[src/design/top_k_magnitude_selector_core_assert.svh]
// Assertion macros used by the selector core's RTL.
// Each macro expects aclk and aresetn to be visible where it is used.
`ifndef TOP_K_MAGNITUDE_SELECTOR_CORE_ASSERT_SVH
`define TOP_K_MAGNITUDE_SELECTOR_CORE_ASSERT_SVH

// Consequent checked in the same cycle as the antecedent.
`define TKMS_ASSERT_SAME(lbl, ante, cons, msg) \
    lbl: assert property (@(posedge aclk) disable iff (!aresetn) (ante) |-> (cons)) \
        else $error(msg);

// Consequent checked in the cycle after the antecedent.
`define TKMS_ASSERT_NEXT(lbl, ante, cons, msg) \
    lbl: assert property (@(posedge aclk) disable iff (!aresetn) (ante) |=> (cons)) \
        else $error(msg);

`endif

[src/design/tkms_pkg.sv]
`default_nettype none

package tkms_pkg;

    // Field widths.
    localparam int ACT_W   = 16;
    localparam int MAG_W   = 15;
    localparam int POS_W   = 16;
    localparam int SEL_W   = 7;
    localparam int BATCH_W = 17;
    localparam int RATIO_W = 10;
    localparam int THR_W   = 15;

    // Stream and configuration port widths.
    localparam int S_TDATA_W  = 16;
    localparam int M_TDATA_W  = 56;
    localparam int CFG_ADDR_W = 3;
    localparam int CFG_DATA_W = 15;

    // Parameter defaults.
    localparam int MAX_SELECT_DEF = 64;
    localparam int MAX_COUNT_DEF  = 65536;

    // Register indexes.
    localparam logic [CFG_ADDR_W-1:0] REG_ENABLE    = 3'd0;
    localparam logic [CFG_ADDR_W-1:0] REG_RATIO     = 3'd1;
    localparam logic [CFG_ADDR_W-1:0] REG_MIN_SEL   = 3'd2;
    localparam logic [CFG_ADDR_W-1:0] REG_MAX_SEL   = 3'd3;
    localparam logic [CFG_ADDR_W-1:0] REG_THRESHOLD = 3'd4;
    localparam logic [CFG_ADDR_W-1:0] REG_OUT_LIMIT = 3'd5;

    // Register reset values.
    localparam logic               ENABLE_RST    = 1'b0;
    localparam logic [RATIO_W-1:0] RATIO_RST     = 10'd154;
    localparam logic [SEL_W-1:0]   MIN_SEL_RST   = 7'd16;
    localparam logic [SEL_W-1:0]   MAX_SEL_RST   = 7'd64;
    localparam logic [THR_W-1:0]   THRESHOLD_RST = 15'd3277;
    localparam logic [SEL_W-1:0]   OUT_LIMIT_RST = 7'd64;

    // Limits applied to the ratio and maximum registers.
    localparam logic [RATIO_W-1:0] RATIO_LO = 10'd10;
    localparam logic [RATIO_W-1:0] RATIO_HI = 10'd512;
    localparam logic [SEL_W-1:0]   MAX_LO   = 7'd1;

    // The most negative activation and the saturated magnitude it maps to.
    localparam logic [MAG_W-1:0] MAG_SAT  = 15'h7FFF;
    localparam logic [ACT_W-1:0] ACT_MOST_NEG = 16'h8000;

    // Operation broadcast to every cell of the ranking chain.
    typedef enum logic [2:0] {
        OP_HOLD        = 3'd0,
        OP_INSERT      = 3'd1,
        OP_PROBE_LOAD  = 3'd2,
        OP_PROBE_SHIFT = 3'd3,
        OP_DRAIN       = 3'd4,
        OP_CLEAR       = 3'd5
    } cell_op_t;

    typedef struct packed {
        cell_op_t               op;
        logic [MAG_W-1:0]       mag;
        logic [POS_W-1:0]       pos;
        logic [THR_W-1:0]       thresh;
    } cell_cmd_t;

    // What one cell shows its neighbors.
    typedef struct packed {
        logic [MAG_W-1:0] mag;
        logic [POS_W-1:0] pos;
        logic             filled;
        logic             take;
        logic             probe;
    } cell_data_t;

endpackage

`default_nettype wire

[src/design/tkms_cell.sv]
`default_nettype none

// One slot of the ranked list. On insert, a cell whose entry is beaten by
// the new magnitude (or that is empty) takes either the new entry or the
// entry of its left neighbor when that neighbor also moves. Drain and probe
// shifts move data one slot toward the head.
module tkms_cell (
    input  wire                        aclk,
    input  wire                        aresetn,
    input  wire tkms_pkg::cell_cmd_t   cmd_i,
    input  wire tkms_pkg::cell_data_t  prev_i,
    input  wire tkms_pkg::cell_data_t  next_i,
    output tkms_pkg::cell_data_t       self_o
);

    logic [tkms_pkg::MAG_W-1:0] mag_reg, mag_next;
    logic [tkms_pkg::POS_W-1:0] pos_reg, pos_next;
    logic                       filled_reg, filled_next;
    logic                       probe_reg, probe_next;
    logic                       take;

    // An empty slot or a smaller magnitude gives way; equal ones stay ahead.
    assign take = !filled_reg || (cmd_i.mag > mag_reg);

    assign self_o.mag    = mag_reg;
    assign self_o.pos    = pos_reg;
    assign self_o.filled = filled_reg;
    assign self_o.take   = take;
    assign self_o.probe  = probe_reg;

    // Next slot contents for the broadcast operation.
    always_comb begin
        mag_next    = mag_reg;
        pos_next    = pos_reg;
        filled_next = filled_reg;
        probe_next  = probe_reg;
        case (cmd_i.op)
            tkms_pkg::OP_INSERT: begin
                if (take) begin
                    if (prev_i.take) begin
                        mag_next    = prev_i.mag;
                        pos_next    = prev_i.pos;
                        filled_next = prev_i.filled;
                    end else begin
                        mag_next    = cmd_i.mag;
                        pos_next    = cmd_i.pos;
                        filled_next = 1'b1;
                    end
                end
            end
            tkms_pkg::OP_PROBE_LOAD: begin
                probe_next = filled_reg && (mag_reg >= cmd_i.thresh);
            end
            tkms_pkg::OP_PROBE_SHIFT: begin
                probe_next = next_i.probe;
            end
            tkms_pkg::OP_DRAIN: begin
                mag_next    = next_i.mag;
                pos_next    = next_i.pos;
                filled_next = next_i.filled;
            end
            tkms_pkg::OP_CLEAR: begin
                filled_next = 1'b0;
                probe_next  = 1'b0;
            end
            default: begin
            end
        endcase
    end

    // Valid and probe bits are control state; the entry itself is payload.
    always_ff @(posedge aclk) begin
        if (!aresetn) begin
            filled_reg <= 1'b0;
            probe_reg  <= 1'b0;
        end else begin
            filled_reg <= filled_next;
            probe_reg  <= probe_next;
        end
        mag_reg <= mag_next;
        pos_reg <= pos_next;
    end

endmodule

`default_nettype wire

[config.mk]
export PLATFORM = sky130hd
export DESIGN_NAME = tkms_cell
export DESIGN_NICKNAME = d
export VERILOG_FILES = /design/src/design/top_k_magnitude_selector_core_assert.svh /design/src/design/tkms_pkg.sv /design/src/design/tkms_cell.sv
export SDC_FILE = /design/constraint.sdc
export NUM_CORES = 1
export LEC_CHECK = 0
export BUFFER_PORTS_ARGS = -buffer_cell sky130_fd_sc_hd__buf_2
export CAP_MARGIN = 20
export CORE_ASPECT_RATIO = 1.1
export CORE_MARGIN = 2
export CORE_UTILIZATION = 40
export DETAILED_ROUTE_END_ITERATION = 16
export GPL_TIMING_DRIVEN = 0
export PLACE_DENSITY = 0.78
export SYNTH_ARGS = -nofsm -noshare
export SYNTH_HDL_FRONTEND = slang
export SYNTH_SLANG_ARGS = --single-unit
export TNS_END_PERCENT = 20
[constraint.sdc]
create_clock -name aclk -period 3.05 [get_ports aclk]
set_input_delay 0.7625 -clock aclk [delete_from_list [all_inputs] [get_ports aclk]]
set_output_delay 0.7625 -clock aclk [all_outputs]
set_load 0.01 [all_outputs]
# Word-level counts from Yosys, hierarchy flattened
# Cells that the tools add are included.
dict set report op_classes {
  magnitude_cmp 2
  n_eq_ne 6
  mux 10
  n_reduce_logical 8
}
# cell count
set op_table {}
lappend op_table {{16-bit two-way mux} 2}
lappend op_table {{16-bit one-hot mux with 2 select lines} 1}
lappend op_table {{15-bit two-way mux} 2}
lappend op_table {{15-bit one-hot mux with 2 select lines} 1}
lappend op_table {{15-bit greater-or-equal comparator} 1}
lappend op_table {{15-bit > comparator} 1}
lappend op_table {{3-bit by 2-bit == test with 1-bit output, second input constant} 2}
lappend op_table {{3-bit == test, second input constant} 2}
lappend op_table {{1-bit one-hot mux with 3 select lines} 2}
lappend op_table {{3-bit nonzero test} 2}
lappend op_table {{2-bit AND reduction} 2}
lappend op_table {{3-bit by 1-bit == test with 1-bit output, second input constant} 1}
lappend op_table {{1-bit two-way mux} 2}
lappend op_table {{2-bit != test, second input constant} 1}
lappend op_table {{2-bit nonzero test} 1}
lappend op_table {{1-bit logical AND} 1}
lappend op_table {{1-bit logical NOT} 1}
lappend op_table {{1-bit logical OR} 1}
dict set report word_totals {
  ff_bits 33
  input_bits 119
  output_inout_bits 34
}

# Logic depth before layout (Yosys ltp)
dict set report depth {
  ltp_word 4
  mapped_depth 8
  mapped_depth_nobuf 7
}

# Least setup slack after synthesis
# OpenSTA, ideal clock, no wires.
dict set report synth_timing {
  kind {input -> register}
  start {in cmd_i[35] in the netlist's numbering}
  end {reg mag_reg[0] in the netlist's numbering (enable)}
  setup_time_ns 0.389
  t_arrival_ns 2.538
  t_required_ns 2.661
  slack_ns 0.123
  stages 6
  n_path_buf 0
  path_cell_list {ha_1 nand4_1 a21oi_1 o31ai_2 a2111oi_1 or3_1}
}
dict set report synth_via {
  elab_chain_len 4
}
# item line_no
set synth_lines {}
lappend synth_lines {{start, declared} tkms_cell.sv:10} ;# input wire tkms_pkg::cell_cmd_t cmd_i,
lappend synth_lines {{15-bit > comparator} tkms_cell.sv:23} ;# assign take = !filled_reg || (cmd_i.mag > mag_reg);
lappend synth_lines {{1-bit logical OR} tkms_cell.sv:23}
lappend synth_lines {{2-bit != test (no source line)} --}
lappend synth_lines {{2-bit AND reduction (no source line)} --}
lappend synth_lines {{end signal, assigned} tkms_cell.sv:80} ;# mag_reg <= mag_next;
lappend synth_lines {{end, declared} tkms_cell.sv:16} ;# logic [tkms_pkg::MAG_W-1:0] mag_reg, mag_next;
# Every way passes these cells.
# A chain may end at the register's enable or synchronous reset.

# Worst setup path after layout
dict set report layout_timing {
  start {in cmd_i[33] in the netlist's numbering}
  end {out self_o[1] in the netlist's numbering}
}
dict set report layout_via {
  elab_chain_len 2
}
# item line_no
set layout_lines {}
lappend layout_lines {{15-bit > comparator} tkms_cell.sv:23}
lappend layout_lines {{1-bit logical OR} tkms_cell.sv:23}
lappend layout_lines {{end, declared} tkms_cell.sv:13} ;# output tkms_pkg::cell_data_t self_o
# Every way passes these cells.

==> summary.md <==
| Metric | Value |
|---|---|
| Status | `completed` |
| Fmax | `roughly 340 MHz` |
| Synth cell types | `33` |
| Rows | `30` |
| Global-route wire length before repair | `10.7 mm` |
| Tcrit/Tclk final | `between 90% and 100%` |
| Tot GR Track Use | `about a fifth` |
| Commonest non-fill, non-tap cell in the layout | `buf_2` |
| Pwr Density | `~350 nW/µm²` |
| Cell breakdown of the critical path | `buf_2, ha_1, nand3_1, nor4_4, a21oi_1, nand2b_1, buf_4, buf_2` |
| Pin count of the biggest net entering global routing | `21` |
| Max-Cap Viols | `0` |
| Setup violators final | `0` |
| Syn nets | `420` |
| Clk root buf | `clkbuf_8` |
| Final WS setup | `~0.10 ns` |
| Hold Vio Cnt, Final | `0` |
| Clk pin slew, worst setup/hold paths | `~0.070 ns` |
| Post-DRT Antenna Nets | `0` |
| Sequential-to-total area share from yosys stat | `38.3%` |
| Register Area | `approximately 970 µm²` |
| Routability cong. | `~0.8` |
| Required @ worst endpoint | `around 2.3 ns` |
| Core outline area | `around 6200 µm²` |
| Hold Path Class | `reg -> reg` |
| Inserted Diodes | `0` |
| CTS buffer count | `5` |
| CTS sink count | `33` |
| Post-synth EDFFs | `31` |
| Initial Util | `~41%` |
| IO Pins | `153` |
| Final wirelength | `~7 mm` |
| HPWL Detailed | `approximately 5.7 mm` |
| Layout Area Growth over Synthesis | `39.8%` |
| Drt first pass iters | `4` |
| Syn Area/Cell | `approximately 9.4 µm²` |
| Fill count | `585` |
| Hold_buf cts | `0` |
| Initial antenna violation count | `0` |
| Dpl cells | `500` |
| Clk Latency, worst-skew pair | `between 0.2 and 0.3 ns` |
| Die area | `~7000 µm²` |
| Most numerous cell on the critical path | `buf_2` |
| GRT overflow | `0` |
| DRC | `0` |
| Place WS | `-0.129 ns` |
| DIE WIDTH | `around 80 µm` |
| FF+latch count, synth | `33` |
| H-tree Lvls | `2` |
| Share of post-route cells with drive strength above 1 | `42.5%` |
| Critical path's largest stage delay | `0.34 ns` |
| Final Max Tran Viols | `0` |
| Cell Area, Synth | `approximately 2500 µm²` |
| Multi-input logic area | `~1400 µm²` |
| Static leakage | `around 1.8 nW` |
| TritonCTS clock tree | `yes` |
| Clk buf depth | `2` |
| Worst Tran Pin Value | `around 0.65 ns` |
| Crit path capture type | `output pin` |
| Largest register FFs | `16` |
| CP bufs+invs | `3` |
| VDD IR max | `roughly 250 µV` |
| Critical Path AT | `roughly 2.2 ns` |
| Wire per inst | `approximately 14 µm` |
| Via density | `just under 5` |
| Via count | `around 2500` |
| Vias in the first global route | `2394` |
| CP delay by family, top | `simple AND/OR/NAND/NOR gates` |
| Starting DRT DRC Count | `46` |
| Final Net Count | `between 500 and 600` |
| Main synth FF type | `edfxtp_1` |
| Crit Path Class | `in -> out` |
| Critical path fanouts, max | `3` |
| Final Critical Period | `approximately 2.9 ns` |
| Ys Warns | `0` |
| Synth async-reset ratio | `0%` |
| Critical-path top delay cell | `nor4_4` |
| Die height | `87.5 µm` |
| Layout Cells excl Fill | `508` |
| IO Port Bufs | `approximately 150` |
| Slew HR | `56.6%` |
| Crit path launch type | `input port` |
| Max Clock Skew | `0.00361 ns` |
| Syn Inst Count | `roughly 270` |
| Commonest non-fill, non-tap cells in the layout | `buf_2 (155), nand2_1 (42), o21ai_0 (37)` |
## worst min-delay path, delay by kind of cell (launching register included)
family / cells / cell delay (ns)
AO/OA/AOI/OAI: 2 / 0.18
flip-flops: 1 / 0.35
## final cells by class
class / count / share of cell area (%)
flip-flops and latches: 33 / 27.4
plain buffers: 14 / 2.15
clock inverters: 3 / 0.494
inverters: 31 / 3.28
clock buffers: 5 / 1.94
multi-input cells: 193 / 40.3
well taps: 80 / 2.82
repair buffers: 149 / 21.7
## final timing paths
check	from	to	slack (ns)	cells after the start
setup / recovery	cmd_i[33]	self_o[1]	0.10	8
hold / removal	filled_reg	probe_reg	0.59	2
setup reg to reg	mag_reg[6]	mag_reg[1]	0.30	8
hold reg to reg	filled_reg	probe_reg	0.59	2
## metal layers
layer,share of wire (%),global-route usage [%]
met3,8.8,5.57
met2,52,37.3
met1,38,21.9
met4,1.2,5.55
met5,0,0
## report_power, final
group / leakage (nW) / internal (W) / switching (W)
Combinational: 1.45 / 0.000174 / 0.000183
Sequential: 0.309 / 0.000543 / 0.0000182
Clock: 0.0439 / 0.000157 / 0.000161
## metrics by stage
| stage | setup TNS (ns) | total power, W | hold WS [ns] | area, µm² | util (%) |
|---|---|---|---|---|---|
| 6_report | 0 | 0.00124 | 0.589 | 3550 | 57.6 |
| 5_1_grt | -0.00748 | 0.00131 | 0.628 | 3550 | 57.6 |
| 4_1_cts | 0 | 0.00124 | 0.597 | 3490 | 56.7 |
| 3_5_place_dp | -2.57 | 0.000919 | 0.599 | 3410 | 55.3 |
| 3_3_place_gp | -13.32 | 0.000898 | 0.573 | 3380 | 54.9 |
| 2_1_floorplan | 0 | 0.000752 | 0.527 | 2540 | - |
## synthesized netlist by cell type, drive strengths merged (2+ instances only)
| cell type | number | area share, % |
|---|---|---|
| nor3 | 2 | 0.39 |
| a2111oi | 2 | 0.74 |
| mux2i | 32 | 13 |
| nand3 | 3 | 0.59 |
| nand2 | 42 | 6.2 |
| nand4 | 5 | 1.5 |
| dfxtp | 2 | 1.6 |
| edfxtp | 31 | 37 |
| a21o | 2 | 0.59 |
| nor2 | 4 | 0.69 |
| ha | 30 | 15 |
| inv | 31 | 4.6 |
| o21ai | 38 | 7.5 |
| nor2b | 3 | 0.74 |
| buf | 10 | 2.3 |
| a21oi | 15 | 3.0 |
| clkbuf | 4 | 0.74 |
| nand2b | 5 | 1.2 |
## cells by family (layout without fill, tap and decap cells)
group	after synthesis	in the layout	share of synthesized area [%]
AND/OR/NAND/NOR	68	68	12.6
AO/OA/AOI/OAI	63	63	14.1
buffers and inverters	45	202	7.59
flip-flops	33	33	38.3
multiplexers	32	32	12.6
adder cells (fa/ha/maj)	30	30	14.8
## timing repair
| item | CTS | global route |
|---|---|---|
| gates resized for setup | 0 | 8 |
| endpoints found under the setup margin | 0 | 1 |
| setup buffers | 0 | 0 |
Power figures use the tool's default switching activity.
